**src/design/sst_pkg.sv**
```systemverilog
// Shared types and constants for the four-sensor sun tracker.
`default_nettype none

package sst_pkg;

    localparam int unsigned ANGLE_BITS    = 8;
    localparam int unsigned THR_BITS      = 7;
    localparam int unsigned QBITS         = 7;
    localparam int unsigned NUM_CH        = 4;
    localparam int unsigned CH_BITS       = 2;
    localparam int unsigned CFG_IDX_BITS  = 2;
    localparam int unsigned CFG_DATA_BITS = 8;

    localparam logic [CH_BITS-1:0] CH_LAST = CH_BITS'(NUM_CH - 1);

    localparam logic [CFG_IDX_BITS-1:0] CFG_MOVE_THRESHOLD = 2'd0;
    localparam logic [CFG_IDX_BITS-1:0] CFG_ANGLE_STEP     = 2'd1;
    localparam logic [CFG_IDX_BITS-1:0] CFG_MAX_DEGREES    = 2'd2;

    localparam logic [THR_BITS-1:0]   THR_RESET  = 7'd5;
    localparam logic [ANGLE_BITS-1:0] STEP_RESET = 8'd2;
    localparam logic [ANGLE_BITS-1:0] MAXD_RESET = 8'd180;
    localparam logic [ANGLE_BITS-1:0] POS_RESET  = 8'd90;

    localparam logic [QBITS-1:0] NORM_FULL = 7'd100;

    typedef struct packed {
        logic busy;
        logic done;
    } div_status_t;

    typedef struct packed {
        logic [ANGLE_BITS-1:0] pos;
        logic                  moved;
    } axis_result_t;

endpackage

`default_nettype wire

```
**src/design/sst_div.sv**
```systemverilog
// Restoring divider that produces one quotient bit per cycle.
`default_nettype none

module sst_div
    import sst_pkg::*;
#(
    parameter int unsigned SAMPLE_BITS = 10
)
(
    input  wire logic                         clk,
    input  wire logic                         rst_n,
    input  wire logic                         start,
    input  wire logic [SAMPLE_BITS+QBITS-1:0] numerator,
    input  wire logic [SAMPLE_BITS-1:0]       denominator,
    output logic      [QBITS-1:0]             quotient,
    output div_status_t                       status
);

    localparam int unsigned NW = SAMPLE_BITS + QBITS;

    logic [NW-1:0]    rem_reg, rem_next;
    logic [NW-1:0]    dsh_reg, dsh_next;
    logic [QBITS-1:0] q_reg, q_next;
    logic [2:0]       cnt_reg, cnt_next;
    logic             busy_reg, busy_next;
    logic             done_reg, done_next;
    logic             ge;

    assign ge = rem_reg >= dsh_reg;

    always_comb
    begin
        rem_next  = rem_reg;
        dsh_next  = dsh_reg;
        q_next    = q_reg;
        cnt_next  = cnt_reg;
        busy_next = busy_reg;
        done_next = 1'b0;
        if (start)
        begin
            rem_next  = numerator;
            dsh_next  = NW'({1'b0, denominator, {(QBITS-1){1'b0}}});
            cnt_next  = 3'(QBITS - 1);
            busy_next = 1'b1;
        end
        else if (busy_reg)
        begin
            rem_next = ge ? (rem_reg - dsh_reg) : rem_reg;
            q_next   = {q_reg[QBITS-2:0], ge};
            dsh_next = dsh_reg >> 1;
            if (cnt_reg == 3'd0)
            begin
                busy_next = 1'b0;
                done_next = 1'b1;
            end
            else
            begin
                cnt_next = cnt_reg - 3'd1;
            end
        end
    end

    always_ff @(posedge clk or negedge rst_n)
    begin
        if (!rst_n)
        begin
            busy_reg <= 1'b0;
            done_reg <= 1'b0;
        end
        else
        begin
            busy_reg <= busy_next;
            done_reg <= done_next;
        end
    end

    always_ff @(posedge clk)
    begin
        rem_reg <= rem_next;
        dsh_reg <= dsh_next;
        q_reg   <= q_next;
        cnt_reg <= cnt_next;
    end

    assign quotient    = q_reg;
    assign status.busy = busy_reg;
    assign status.done = done_reg;

endmodule

`default_nettype wire

```
**src/design/sst_axis.sv**
```systemverilog
// Threshold test, step and clamp of one servo axis.
`default_nettype none

module sst_axis
    import sst_pkg::*;
(
    input  wire logic        [ANGLE_BITS-1:0] pos,
    input  wire logic signed [8:0]            diff,
    input  wire logic        [THR_BITS-1:0]   threshold,
    input  wire logic        [ANGLE_BITS-1:0] step,
    input  wire logic        [ANGLE_BITS-1:0] max_deg,
    output axis_result_t                      result
);

    logic signed [8:0]  mag;
    logic signed [9:0]  sum;
    logic [ANGLE_BITS-1:0] clamped;
    logic               moved;

    always_comb
    begin
        mag   = (diff < 0) ? -diff : diff;
        moved = $unsigned(mag) > {2'b00, threshold};
        if (diff > 0)
        begin
            sum = $signed({2'b00, pos}) - $signed({2'b00, step});
        end
        else
        begin
            sum = $signed({2'b00, pos}) + $signed({2'b00, step});
        end
        if (sum < 0)
        begin
            clamped = '0;
        end
        else if (sum > $signed({2'b00, max_deg}))
        begin
            clamped = max_deg;
        end
        else
        begin
            clamped = sum[ANGLE_BITS-1:0];
        end
        result.moved = moved;
        result.pos   = moved ? clamped : pos;
    end

endmodule

`default_nettype wire

```
**src/design/four_sensor_sun_tracker_core.sv**
```systemverilog
// Top level of the four-sensor sun tracker with its sequencer and state.
// A calibration item passes from S_IDLE to S_MOVE, which raises out_valid with its result. A tracking
// item walks the channels in S_LOAD: a channel that needs no division is settled there, and one
// that uses the shared divider waits in S_DIV; then S_MOVE raises out_valid. in_stall is high until
// the sequencer is back in S_IDLE, and a stalled result holds the next one until taken.
// Reset sets the marks to empty, both angles to 90 and the registers to defaults.
`default_nettype none

module four_sensor_sun_tracker_core
    import sst_pkg::*;
#(
    parameter int unsigned SAMPLE_BITS = 10
)
(
    input  wire logic                     clk,
    input  wire logic                     rst_n,
    input  wire logic                     in_valid,
    output logic                          in_stall,
    input  wire logic                     kind,
    input  wire logic [SAMPLE_BITS-1:0]   sample_top_left,
    input  wire logic [SAMPLE_BITS-1:0]   sample_top_right,
    input  wire logic [SAMPLE_BITS-1:0]   sample_bottom_left,
    input  wire logic [SAMPLE_BITS-1:0]   sample_bottom_right,
    output logic                          out_valid,
    input  wire logic                     out_stall,
    output logic [ANGLE_BITS-1:0]         pan_angle,
    output logic [ANGLE_BITS-1:0]         tilt_angle,
    output logic                          pan_moved,
    output logic                          tilt_moved,
    input  wire logic                     cfg_we,
    input  wire logic [CFG_IDX_BITS-1:0]  cfg_index,
    input  wire logic [CFG_DATA_BITS-1:0] cfg_data
);

    localparam int unsigned NW = SAMPLE_BITS + QBITS;

    typedef enum logic [3:0] {
        S_IDLE = 4'b0001,
        S_LOAD = 4'b0010,
        S_DIV  = 4'b0100,
        S_MOVE = 4'b1000
    } state_t;

    state_t state_reg, state_next;
    logic [CH_BITS-1:0]     ch_reg, ch_next;
    logic                   kind_reg, kind_next;
    logic [SAMPLE_BITS-1:0] sample_reg [NUM_CH];
    logic [SAMPLE_BITS-1:0] sample_next [NUM_CH];
    logic [SAMPLE_BITS-1:0] low_reg [NUM_CH];
    logic [SAMPLE_BITS-1:0] low_next [NUM_CH];
    logic [SAMPLE_BITS-1:0] high_reg [NUM_CH];
    logic [SAMPLE_BITS-1:0] high_next [NUM_CH];
    logic [QBITS-1:0]       norm_reg [NUM_CH];
    logic [QBITS-1:0]       norm_next [NUM_CH];
    logic [THR_BITS-1:0]    thr_reg, thr_next;
    logic [ANGLE_BITS-1:0]  step_reg, step_next;
    logic [ANGLE_BITS-1:0]  maxd_reg, maxd_next;
    logic [ANGLE_BITS-1:0]  pan_pos_reg, pan_pos_next;
    logic [ANGLE_BITS-1:0]  tilt_pos_reg, tilt_pos_next;
    logic                   pan_moved_reg, pan_moved_next;
    logic                   tilt_moved_reg, tilt_moved_next;
    logic                   out_valid_reg, out_valid_next;

    logic [SAMPLE_BITS-1:0] in_sample [NUM_CH];
    logic [SAMPLE_BITS-1:0] cur_s, cur_lo, cur_hi;
    logic                   in_accept;
    logic                   load_out;
    logic                   pan_move, tilt_move;
    logic                   div_start;
    logic [NW-1:0]          div_num;
    logic [SAMPLE_BITS-1:0] div_den;
    logic [QBITS-1:0]       div_q;
    div_status_t            div_st;

    logic [QBITS:0]         sum_top, sum_bottom, sum_left, sum_right;
    logic signed [8:0]      pan_diff, tilt_diff;
    axis_result_t           pan_res, tilt_res;

    assign in_sample[0] = sample_top_left;
    assign in_sample[1] = sample_top_right;
    assign in_sample[2] = sample_bottom_left;
    assign in_sample[3] = sample_bottom_right;

    assign in_stall  = (state_reg != S_IDLE);
    assign in_accept = in_valid && !in_stall;
    assign load_out  = (state_reg == S_MOVE) && (!out_valid_reg || !out_stall);

    assign cur_s   = sample_reg[ch_reg];
    assign cur_lo  = low_reg[ch_reg];
    assign cur_hi  = high_reg[ch_reg];
    assign div_num = NW'(cur_s - cur_lo) * NW'(NORM_FULL);
    assign div_den = cur_hi - cur_lo;

    // Channel order: top left, top right, bottom left, bottom right.
    assign sum_top    = {1'b0, norm_reg[0]} + {1'b0, norm_reg[1]};
    assign sum_right  = {1'b0, norm_reg[1]} + {1'b0, norm_reg[3]};
    assign sum_bottom = {1'b0, norm_reg[3]} + {1'b0, norm_reg[2]};
    assign sum_left   = {1'b0, norm_reg[0]} + {1'b0, norm_reg[2]};
    assign pan_diff   = $signed({2'b00, sum_left[QBITS:1]})
                      - $signed({2'b00, sum_right[QBITS:1]});
    assign tilt_diff  = $signed({2'b00, sum_top[QBITS:1]})
                      - $signed({2'b00, sum_bottom[QBITS:1]});

    assign pan_move  = kind_reg && pan_res.moved;
    assign tilt_move = kind_reg && tilt_res.moved;

    sst_div #(
        .SAMPLE_BITS (SAMPLE_BITS)
    ) u_div (
        .clk         (clk),
        .rst_n       (rst_n),
        .start       (div_start),
        .numerator   (div_num),
        .denominator (div_den),
        .quotient    (div_q),
        .status      (div_st)
    );

    sst_axis u_pan (
        .pos       (pan_pos_reg),
        .diff      (pan_diff),
        .threshold (thr_reg),
        .step      (step_reg),
        .max_deg   (maxd_reg),
        .result    (pan_res)
    );

    sst_axis u_tilt (
        .pos       (tilt_pos_reg),
        .diff      (tilt_diff),
        .threshold (thr_reg),
        .step      (step_reg),
        .max_deg   (maxd_reg),
        .result    (tilt_res)
    );

    always_comb
    begin
        state_next      = state_reg;
        ch_next         = ch_reg;
        kind_next       = kind_reg;
        sample_next     = sample_reg;
        low_next        = low_reg;
        high_next       = high_reg;
        norm_next       = norm_reg;
        thr_next        = thr_reg;
        step_next       = step_reg;
        maxd_next       = maxd_reg;
        pan_pos_next    = pan_pos_reg;
        tilt_pos_next   = tilt_pos_reg;
        pan_moved_next  = pan_moved_reg;
        tilt_moved_next = tilt_moved_reg;
        out_valid_next  = out_valid_reg && out_stall;
        div_start       = 1'b0;

        if (cfg_we)
        begin
            case (cfg_index)
                CFG_MOVE_THRESHOLD: thr_next  = cfg_data[THR_BITS-1:0];
                CFG_ANGLE_STEP:     step_next = cfg_data[ANGLE_BITS-1:0];
                CFG_MAX_DEGREES:    maxd_next = cfg_data[ANGLE_BITS-1:0];
                default:            ;
            endcase
        end

        case (state_reg)
            S_IDLE:
            begin
                if (in_accept)
                begin
                    kind_next   = kind;
                    sample_next = in_sample;
                    ch_next     = '0;
                    if (kind)
                    begin
                        state_next = S_LOAD;
                    end
                    else
                    begin
                        for (int i = 0; i < NUM_CH; i++)
                        begin
                            if (in_sample[i] < low_reg[i])
                            begin
                                low_next[i] = in_sample[i];
                            end
                            if (in_sample[i] > high_reg[i])
                            begin
                                high_next[i] = in_sample[i];
                            end
                        end
                        state_next = S_MOVE;
                    end
                end
            end
            S_LOAD:
            begin
                if ((cur_hi <= cur_lo) || (cur_s <= cur_lo) || (cur_s >= cur_hi))
                begin
                    norm_next[ch_reg] = ((cur_hi > cur_lo) && (cur_s >= cur_hi))
                                        ? NORM_FULL : '0;
                    ch_next = ch_reg + 1'b1;
                    if (ch_reg == CH_LAST)
                    begin
                        state_next = S_MOVE;
                    end
                end
                else
                begin
                    div_start  = 1'b1;
                    state_next = S_DIV;
                end
            end
            S_DIV:
            begin
                if (div_st.done)
                begin
                    norm_next[ch_reg] = div_q;
                    ch_next = ch_reg + 1'b1;
                    state_next = (ch_reg == CH_LAST) ? S_MOVE : S_LOAD;
                end
            end
            S_MOVE:
            begin
                if (load_out)
                begin
                    if (kind_reg)
                    begin
                        pan_pos_next  = pan_res.pos;
                        tilt_pos_next = tilt_res.pos;
                    end
                    pan_moved_next  = pan_move;
                    tilt_moved_next = tilt_move;
                    out_valid_next  = 1'b1;
                    state_next      = S_IDLE;
                end
            end
            default:
            begin
                state_next = S_IDLE;
            end
        endcase
    end

    always_ff @(posedge clk or negedge rst_n)
    begin
        if (!rst_n)
        begin
            state_reg      <= S_IDLE;
            ch_reg         <= '0;
            kind_reg       <= 1'b0;
            thr_reg        <= THR_RESET;
            step_reg       <= STEP_RESET;
            maxd_reg       <= MAXD_RESET;
            pan_pos_reg    <= POS_RESET;
            tilt_pos_reg   <= POS_RESET;
            pan_moved_reg  <= 1'b0;
            tilt_moved_reg <= 1'b0;
            out_valid_reg  <= 1'b0;
            for (int i = 0; i < NUM_CH; i++)
            begin
                low_reg[i]  <= '1;
                high_reg[i] <= '0;
            end
        end
        else
        begin
            state_reg      <= state_next;
            ch_reg         <= ch_next;
            kind_reg       <= kind_next;
            thr_reg        <= thr_next;
            step_reg       <= step_next;
            maxd_reg       <= maxd_next;
            pan_pos_reg    <= pan_pos_next;
            tilt_pos_reg   <= tilt_pos_next;
            pan_moved_reg  <= pan_moved_next;
            tilt_moved_reg <= tilt_moved_next;
            out_valid_reg  <= out_valid_next;
            low_reg        <= low_next;
            high_reg       <= high_next;
        end
    end

    always_ff @(posedge clk)
    begin
        sample_reg <= sample_next;
        norm_reg   <= norm_next;
    end

    assign out_valid  = out_valid_reg;
    assign pan_angle  = pan_pos_reg;
    assign tilt_angle = tilt_pos_reg;
    assign pan_moved  = pan_moved_reg;
    assign tilt_moved = tilt_moved_reg;

`ifndef SYNTHESIS
    a_div_start_idle: assert property (@(posedge clk) disable iff (!rst_n)
        div_start |-> !div_st.busy)
        else $error("Divider started while still busy.");

    a_div_done_state: assert property (@(posedge clk) disable iff (!rst_n)
        div_st.done |-> (state_reg == S_DIV))
        else $error("Divider finished outside the divide state.");

    a_pan_hold: assert property (@(posedge clk) disable iff (!rst_n)
        (load_out && !pan_move) |=> (pan_pos_reg == $past(pan_pos_reg)))
        else $error("Pan angle changed without a move.");

    a_norm_range: assert property (@(posedge clk) disable iff (!rst_n)
        ((state_reg == S_MOVE) && kind_reg) |->
            ((norm_reg[0] <= NORM_FULL) && (norm_reg[1] <= NORM_FULL)
             && (norm_reg[2] <= NORM_FULL) && (norm_reg[3] <= NORM_FULL)))
        else $error("Normalized sample above full scale.");
`endif

endmodule

`default_nettype wire

```
**config.mk**
```make
export PLATFORM = sky130hd
export DESIGN_NAME = four_sensor_sun_tracker_core
export DESIGN_NICKNAME = d
export VERILOG_FILES = /design/src/design/sst_pkg.sv /design/src/design/sst_div.sv /design/src/design/sst_axis.sv /design/src/design/four_sensor_sun_tracker_core.sv
export SDC_FILE = /design/constraint.sdc
export NUM_CORES = 1
export LEC_CHECK = 0
export BUFFER_PORTS_ARGS = -buffer_cell sky130_fd_sc_hd__clkbuf_2
export CORE_ASPECT_RATIO = 1.1
export CORE_UTILIZATION = 30
export DETAILED_ROUTE_END_ITERATION = 10
export GPL_TIMING_DRIVEN = 1
export PLACE_DENSITY_LB_ADDON = 0.2
export SLEW_MARGIN = 20
export SYNTH_ARGS = -nofsm -noshare
export SYNTH_HDL_FRONTEND = slang
export SYNTH_SLANG_ARGS = --single-unit
```
**constraint.sdc**
```tcl
create_clock -name clk -period 13.4 [get_ports clk]
set_input_delay 4.02 -clock clk [delete_from_list [all_inputs] [get_ports clk]]
set_output_delay 4.02 -clock clk [all_outputs]
set_load 0.01 [all_outputs]
```
==> flow_metrics.py, run 1 <==
metrics = {
    "status": {
        "status": "finished clean",
    },
    "place": {
        "portBuffers": 75,
        "post-place-ws_ps": 7030,
        "gp_congestion": 0.854,
        "dp_hpwl_um": 40200,
    },
    "final_layout": {
        "num-fill-cells": 6302,
        "layout.cells.most_common": "ha_1",
        "layout_common_cells": "260 x ha_1, 238 x inv_1, 114 x nand2_1",
        "fin_nets": 2255,
        "fin_util": 0.343,
        "syn_to_final_growth_pct": 12.4,
        "drive_gt1_frac": 0.177,
    },
    "sta": {
        "fin_hold_ws_ps": 458,
        "rsz0062_at_grt": "false",
        "max_freq_mhz": 156,
        "fin_crit_sh": 0.479,
        "fin_ws_ps": 6980,
        "hold_viol": 0,
        "timing.final.crit_period_ps": 6420,
        "relSlewSlack": 0.235,
        "tns_ps": 0,
        "slew_viol_final": 0,
        "finalSetupViolCount": 0,
        "worst_pin_slew_ps": 1130,
        "skew_ps": 37.3,
    },
    "global_route": {
        "grt_start_max_net_pins": 69,
        "use_met2": 0.294,
        "antenna_found_initial": 3,
        "met1_usage": 0.195,
        "grt_pass1_vias": 14300,
        "grt-ovfl-total": 0,
        "grt_busiest_layer": "met2",
        "grt_pass1_wl_um": 80100,
        "grt_usage": 0.162,
        "grtUsageMet3": 0.0234,
    },
    "routing": {
        "avgRoutedWirePerCell_um": 18.2,
        "routed_via_density": 4.88,
        "routed_wl_um": 50400,
        "num_vias": 13500,
        "drt-pass1-iter-count": 5,
        "drc_errors": 0,
        "antenna_left": 0,
        "drt_iter0_drc": 562,
    },
    "setup_path": {
        "cp.required_ps": 13730,
        "start_kind": "flip-flop",
        "crit_path_end_kind": "flip-flop",
        "path_max_fanout": 30,
        "critPathLaunch": "ch_reg[0]",
        "arrival_ps": 6750,
        "r2r-start": "ch_reg[0]",
        "criticalPathCategory": "flip-flop to flip-flop",
        "slowest_delay_ps": 570,
        "worstRegToRegCells": 23,
        "cp_slowest_cell": "mux4_2",
        "crit_chain": "buf_4 > mux4_2 > inv_1 > ha_1 > inv_1 > fa_1 > a21o_1 > a21oi_1 > nor2b_1 > o31a_1 > o21ai_0 > nor2b_1 > xnor2_1 > ha_1 > ha_1 > inv_1 > fa_1 > inv_1 > ha_1 > o41ai_1 > o21ai_0 > xnor2_1 > a22o_1",
    },
    "synth": {
        "synth_top_area_cell": "ha_1",
        "yosysWarnings": 0,
        "async_reset_ff_frac": 0.541,
        "synthTopCellsByArea": "ha_1 17%, edfxtp_1 16%, dfrtp_1 10%, dfstp_2 7.9%, mux2_2 6.1%",
        "yosysUniqueCellTypes": 82,
        "syn_nets": 2174,
        "syn-cell-area_um2": 18700,
        "ys_seq_area_frac": 0.351,
        "syn_avg_cell_area_um2": 10.2,
        "postSynthCellCount": 1835,
        "ys.flop_type": "edfxtp_1",
        "ys_ff_latch": 242,
        "synth_edf_count": 100,
        "synth_top_cell_area_share": 0.174,
    },
    "cts": {
        "cts_resized": 0,
        "cts_setup_buffers": 0,
        "cts_buffers": 31,
        "clk_path_buf_depth": 3,
        "cts_tree": "done",
        "htree_levels": 1,
        "cts_hold_buf": 0,
        "path_clk_slew_ps": 60,
        "ctsRootBufferMaster": "clkbuf_16",
        "clock_latency_ps": 610,
        "numClockSinks": 242,
    },
    "floorplan": {
        "fp.dieArea_um2": 63300,
        "die_w_um": 240,
        "core_um2": 61300,
        "die_h_um": 264,
        "io_pins": 76,
        "row_count": 95,
        "start_util": 0.305,
    },
    "job": {
        "maxCapViolations": 0,
    },
    "worst_hold_path": {
        "hold-path-cell-count": 2,
        "hp-class": "flip-flop to flip-flop",
        "hold_start": "u_div.rem_reg[0]",
    },
}
## area by class of cell
type / instances / area [um^2] / area share
Clock buffer: 52 / 905 / 0.0430
Multi-Input combinational cell: 1316 / 11100 / 0.527
Timing Repair Buffer: 86 / 464 / 0.0221
Antenna cell: 1 / 2.50 / 0.000119
Inverter: 239 / 897 / 0.0427
Tap cell: 824 / 1030 / 0.0490
Clock inverter: 6 / 72.6 / 0.00345
Sequential cell: 242 / 6570 / 0.313
## path summary, 6_finish.rpt
check,to,slack [ps]
min in group asynchronous,high_reg[28],3410
worst max register to register,u_div.rem_reg[16],6980
worst min-delay path,u_div.rem_reg[0],460
max in group asynchronous,high_reg[33],8620
worst max-delay path,u_div.rem_reg[16],6980
worst min register to register,u_div.rem_reg[0],460
## logic make-up after synthesis
| group | synth area share |
|---|---|
| adder cells (fa/ha/maj) | 0.199 |
| buffers and inverters | 0.0564 |
| AND/OR/NAND/NOR | 0.111 |
| XOR/XNOR | 0.0389 |
| AO/OA/AOI/OAI | 0.130 |
| flip-flops | 0.351 |
| multiplexers | 0.114 |
## per-layer routing
layer,wire [um],share of wire,vias to the layer above
met4,1440,0.028,4
met5,31,0.00061,-
li1,-,-,6739
met3,1690,0.034,73
met1,21700,0.43,6500
met2,25500,0.51,182
## cell usage after synthesis (6+ instances only)
library cell / count
dfrtp_1: 75
a211oi_1: 11
mux2i_1: 27
a21o_1: 48
o221ai_1: 9
ha_1: 260
nor3_1: 29
xnor2_1: 57
nand2_1: 114
o22ai_1: 12
nand3_1: 28
o21a_1: 13
nor2b_1: 25
fa_1: 23
a21oi_1: 95
dfstp_2: 56
xor2_1: 26
mux2_2: 102
o211ai_1: 14
o21bai_1: 16
dfxtp_1: 11
edfxtp_1: 100
nand4_1: 16
nand3b_1: 6
clkbuf_1: 30
nand2b_1: 29
nor2_1: 104
and3_1: 20
a221oi_1: 7
inv_1: 239
o21ai_0: 69
a31oi_1: 12
or2_2: 10
and2_1: 13
mux4_2: 30
## worst max-delay path: cells and delay by family, from the launching register on
family / cells / cell delay (ps)
flops: 1 / 420
xor+xnor: 2 / 370
fa+ha+maj: 6 / 1860
mux: 1 / 570
simple gates: 2 / 290
compound gates: 7 / 1870
buf+inv: 5 / 730
## stage by stage
stage / instances / cell area (um^2)
after CTS: 2765 / 21000
after floorplan: 1835 / 18700
after global routing: 2765 / 21000
after global placement: 2707 / 20000
final: 2766 / 21000
after detailed placement: 2707 / 20000
Power of run 1 is not shown: default switching activity piles up to over one toggle a cycle in this logic, so the estimate is an artifact.
==> run 2, diff against run 1 <==
--- a/config.mk
+++ b/config.mk
@@ -5,6 +5,7 @@
 export SDC_FILE = /design/constraint.sdc
 export NUM_CORES = 1
 export LEC_CHECK = 0
+export ABC_AREA = 1
 export BUFFER_PORTS_ARGS = -buffer_cell sky130_fd_sc_hd__clkbuf_2
 export CORE_ASPECT_RATIO = 1.1
 export CORE_UTILIZATION = 30
==> constraint.sdc (replaced) <==
create_clock -name clk -period 6.75 [get_ports clk]
set_input_delay 2.025 -clock clk [delete_from_list [all_inputs] [get_ports clk]]
set_output_delay 2.025 -clock clk [all_outputs]
set_load 0.01 [all_outputs]
==> run 2 against run 1 <==
  * Via count is 20% higher
  * Clock-buffer cell count is 15 lower
  * Worst hold slack worse by 1.2 ps
  * Synthesized cell count is 32% higher
  * Clock skew rose by 7.9 ps
  * Fmax rose by 7.7%
  * Global-route usage increased by 1.6 points
  * Sequential cell count is the same
  * Cell count is 21% higher
  * Cell area up 2.3%
  * Critical path depth is 3 higher
  * Wire length increased by 13%
  * Critical path type unchanged
==> flow_metrics.py, run 2 <==
metrics = {
    "status": {
        "status": "finished clean",
    },
    "floorplan": {
        "row_count": 96,
        "start_util": 0.305,
        "die_h_um": 267,
        "core_um2": 62600,
        "die_w_um": 242,
        "fp.dieArea_um2": 64600,
        "io_pins": 76,
    },
    "cts": {
        "cts_buffers": 30,
        "ctsRootBufferMaster": "clkbuf_16",
        "path_clk_slew_ps": 70,
        "cts_tree": "done",
        "clk_path_buf_depth": 3,
        "htree_levels": 1,
        "cts_hold_buf": 0,
        "cts_resized": 0,
        "cts_setup_buffers": 0,
        "clock_latency_ps": 600,
        "numClockSinks": 242,
    },
    "setup_path": {
        "cp.required_ps": 7060,
        "arrival_ps": 6270,
        "worstRegToRegCells": 26,
        "cp_slowest_cell": "fa_1",
        "path_max_fanout": 30,
        "r2r-start": "ch_reg[1]",
        "critPathLaunch": "ch_reg[1]",
        "slowest_delay_ps": 500,
        "criticalPathCategory": "flip-flop to flip-flop",
        "start_kind": "flip-flop",
        "crit_path_end_kind": "flip-flop",
    },
    "global_route": {
        "antenna_found_initial": 0,
        "grt-ovfl-total": 0,
        "grt_start_max_net_pins": 84,
        "grt_usage": 0.178,
        "grt_pass1_vias": 16200,
        "grt_pass1_wl_um": 90400,
    },
    "worst_hold_path": {
        "hp-class": "flip-flop to flip-flop",
        "hold_start": "u_div.quotient[3]",
        "hold-path-cell-count": 0,
    },
    "synth": {
        "syn_nets": 2769,
        "synth_top_cell_area_share": 0.170,
        "synth_edf_count": 100,
        "syn-cell-area_um2": 19100,
        "async_reset_ff_frac": 0.541,
        "ys_seq_area_frac": 0.344,
        "synthTopCellsByArea": "ha_1 17%, edfxtp_1 16%, nand2_1 11%, dfrtp_1 9.8%, inv_1 7.8%",
        "synth.most_common_cell": "nand2_1",
        "postSynthCellCount": 2430,
        "ys_ff_latch": 242,
        "ys.flop_type": "edfxtp_1",
        "syn_avg_cell_area_um2": 7.85,
        "yosysUniqueCellTypes": 54,
        "ys_top_cells_by_count": "562 x nand2_1, 397 x inv_1, 260 x ha_1",
        "yosysWarnings": 0,
        "synth_top_area_cell": "ha_1",
    },
    "final_layout": {
        "fin_nets": 2838,
        "diodes": 0,
        "drive_gt1_frac": 0.0900,
        "syn_to_final_growth_pct": 12.7,
        "layout.cells.most_common": "nand2_1",
        "layout_common_cells": "562 x nand2_1, 397 x inv_1, 260 x ha_1",
        "num-fill-cells": 6584,
    },
    "sta": {
        "rsz0062_at_grt": "false",
        "max_freq_mhz": 168,
        "hold_viol": 0,
        "fin_crit_sh": 0.882,
        "worst_pin_slew_ps": 933,
        "skew_ps": 45.3,
        "slew_viol_final": 0,
        "relSlewSlack": 0.378,
        "timing.final.crit_period_ps": 5960,
        "tns_ps": 0,
        "finalSetupViolCount": 0,
    },
    "routing": {
        "drc_errors": 0,
        "avgRoutedWirePerCell_um": 17.0,
        "routed_via_density": 4.81,
        "drt-pass1-iter-count": 8,
        "routed_wl_um": 57100,
        "num_vias": 16100,
        "drt_iter0_drc": 1073,
        "antenna_left": 0,
    },
    "place": {
        "gp_congestion": 0.947,
        "portBuffers": 75,
        "dp_hpwl_um": 46300,
    },
    "job": {
        "maxCapViolations": 0,
    },
}
## run 2: changes by cell type after synthesis, sizes merged, moves of 34 or more
cell,previous run,this run
o21ai,74,207
a21oi,95,187
xor2,26,60
nor2,104,139
mux2,104,1
nand2,114,571
a21o,48,9
nand3,28,130
xnor2,57,19
inv,239,399
## run 2: final cells by class
| type | instances | area [um^2] | share of cell area |
|---|---|---|---|
| clock buffer | 37 | 818 | 0.0380 |
| timing repair buffer | 89 | 487 | 0.0226 |
| inverter | 401 | 1510 | 0.0702 |
| multi-input combinational | 1735 | 10800 | 0.502 |
| tap | 833 | 1040 | 0.0485 |
| clock inverter | 19 | 287 | 0.0133 |
| sequential | 242 | 6570 | 0.306 |
## run 2: worst max-delay path, delay by kind of cell (launching register included)
family	cells	cell delay [ps]
and+or+nand+nor	6	680
xor gates and xnor gates	2	450
buffers and inverters	7	1350
DFF	1	320
AOI/OAI and AO/OA	6	1020
adders and majority gates	5	1830
## run 2: cell families (layout without fill, tap and decap cells)
logic type	Yosys count	in the layout	share of synthesized area
adders and majority gates	283	283	0.195
xor gates and xnor gates	79	79	0.0363
DFF	242	242	0.344
muxes	1	1	0.000590
AOI/OAI and AO/OA	473	473	0.135
and+or+nand+nor	899	899	0.199
buffers and inverters	453	546	0.0910
## run 2: final timing paths
path                                      to  slack (ps)
min in group asynchronous       high_reg[15]        1470
min                        u_div.quotient[4]         460
max in group asynchronous         thr_reg[3]        4000
max reg2reg                u_div.rem_reg[15]         790
max                        u_div.rem_reg[15]         790
min reg2reg                u_div.quotient[4]         460
## run 2: per-stage QoR
step | worst slack [ps] | instances | instance area (um^2) | utilization | hold WS (ps)
finish | 793 | 3356 | 21500 | 0.344 | 456
global route | 377 | 3356 | 21500 | 0.344 | 476
CTS | 830 | 3356 | 21500 | 0.344 | 457
detailed placement | 880 | 3300 | 20400 | 0.326 | 436
global placement | 1090 | 3300 | 20400 | 0.326 | 450
floorplan | 1550 | 2430 | 19100 | - | 426
## run 2: routing by layer
layer | up-vias | global-route usage | share of wire
met4 | 0 | 0.0554 | 0.031
met5 | - | 0 | 0
met2 | 294 | 0.320 | 0.50
li1 | 8176 | - | -
met1 | 7575 | 0.220 | 0.44
met3 | 87 | 0.0207 | 0.034
Power of run 2 is left out for the same reason.
==> run 3, diff against run 2 <==
--- a/config.mk
+++ b/config.mk
@@ -15,4 +15,5 @@
 export SLEW_MARGIN = 20
 export SYNTH_ARGS = -nofsm -noshare
 export SYNTH_HDL_FRONTEND = slang
+export SYNTH_HIERARCHICAL = 1
 export SYNTH_SLANG_ARGS = --single-unit
==> run 3 against run 2 <==
  * Worst hold slack got worse by 9.8 ps
  * Utilization fell by 0.63 points
  * Register-to-register slack got worse by 150 ps
  * Via count rose by 5.4%
  * Critical path depth fell by 3
  * Non-clock buffer count fell by 2
  * Critical path type unchanged
  * Global-route usage fell by 0.56 points
==> flow_metrics.py, run 3 <==
metrics = {
    "final_layout": {
        "layout.cells.most_common": "nand2_1",
        "syn_to_final_growth_pct": 10.5,
        "layout_common_cells": "641 x nand2_1, 463 x inv_1, 262 x ha_1",
        "drive_gt1_frac": 0.112,
        "fin_nets": 3026,
        "fin_util": 0.337,
        "diodes": 0,
        "final_area_um2": 22500,
    },
    "synth": {
        "yosysWarnings": 6,
        "syn-cell-area_um2": 20300,
        "postSynthCellCount": 2621,
        "syn_avg_cell_area_um2": 7.76,
    },
    "sta": {
        "worst_pin_slew_ps": 987,
        "hold_viol": 0,
        "slew_viol_final": 0,
        "timing.final.crit_period_ps": 6110,
        "skew_ps": 21.0,
        "fin_crit_sh": 0.905,
        "rsz0062_at_grt": "false",
        "relSlewSlack": 0.342,
        "fin_ws_ps": 644,
        "tns_ps": 0,
        "finalSetupViolCount": 0,
        "max_freq_mhz": 164,
    },
    "cts": {
        "path_clk_slew_ps": 60,
        "clock_latency_ps": 580,
        "clk_path_buf_depth": 3,
        "ctsRootBufferMaster": "clkbuf_16",
        "cts_hold_buf": 0,
        "numClockSinks": 242,
        "htree_levels": 1,
        "cts_tree": "done",
        "cts_resized": 0,
        "cts_setup_buffers": 0,
        "cts_buffers": 30,
    },
    "place": {
        "portBuffers": 75,
        "place_area_um2": 21500,
        "gp_congestion": 0.905,
        "dp_hpwl_um": 48000,
        "post-place-ws_ps": 747,
    },
    "routing": {
        "drt_iter0_drc": 970,
        "num_vias": 17000,
        "antenna_left": 0,
        "routed_wl_um": 58600,
        "routed_via_density": 4.77,
        "drt-pass1-iter-count": 5,
        "avgRoutedWirePerCell_um": 16.4,
        "drc_errors": 0,
    },
    "global_route": {
        "grt_start_max_net_pins": 94,
        "grt_pass1_vias": 17000,
        "antenna_found_initial": 0,
        "grt_usage": 0.172,
        "grt-ovfl-total": 0,
        "grt_pass1_wl_um": 93700,
    },
    "floorplan": {
        "die_w_um": 250,
        "die_h_um": 275,
        "io_pins": 76,
        "start_util": 0.305,
        "fp.dieArea_um2": 68900,
        "row_count": 99,
        "core_um2": 66600,
    },
    "setup_path": {
        "criticalPathCategory": "flip-flop to flip-flop",
        "path_max_fanout": 30,
        "cp.required_ps": 7060,
        "start_kind": "flip-flop",
        "crit_path_end_kind": "flip-flop",
        "arrival_ps": 6420,
    },
    "job": {
        "maxCapViolations": 0,
    },
    "status": {
        "status": "finished clean",
    },
    "worst_hold_path": {
        "hp-class": "flip-flop to flip-flop",
    },
}
## run 3: worst paths after layout
path	startpoint	end	slack, ps	cells after the start
max in group asynchronous	rst_n	maxd_reg[5]	3960	2
worst max register to register	ch_reg[0]	u_div/rem_reg[16]	640	23
worst min-delay path	u_div/quotient[2]	u_div/quotient[3]	450	0
min in group asynchronous	rst_n	high_reg[10]	1510	1
worst max-delay path	ch_reg[0]	u_div/rem_reg[16]	640	23
worst min register to register	u_div/quotient[2]	u_div/quotient[3]	450	0
## run 3: worst max-delay path, stage by stage (launching register included)
cell      delay [ps]
dfrtp_2          600
clkinv_1         750
o21ai_0          500
o22ai_1          170
ha_1             400
nand2_1           90
o21ai_1          300
nand2_1           90
nand3_1          140
a31o_2           220
xor2_1           160
ha_1             160
inv_1             40
fa_1             470
fa_1             510
inv_1             40
ha_1             350
inv_1             60
nor4_1           310
nand3_1          130
nand4_1          110
xnor2_1           90
nand2_1           90
nand2_1           50
## run 3: stage by stage
| stage | hold WS, ps | cells |
|---|---|---|
| after floorplan | 426 | 2622 |
| after global placement | 449 | 3511 |
| after detailed placement | 432 | 3511 |
| after CTS | 457 | 3567 |
| after global routing | 478 | 3567 |
| final | 447 | 3567 |
## run 3: routing by layer
layer,global-route usage,routed length (um),vias up
li1,-,-,8650
met1,0.209,25600,7903
met2,0.315,28900,356
met3,0.0182,2090,98
met4,0.0594,2010,0
met5,0,0,-
## run 3: final cells by class
class                   count  area, um^2
inverters                 484        1820
repair buffers             87         472
multi-input cells        1840       11600
well taps                 858        1070
clock buffers              38         822
fillers                  7063       44200
flip-flops and latches    242        6590
clock inverters            18         120
Power of run 3 is left out for the same reason.
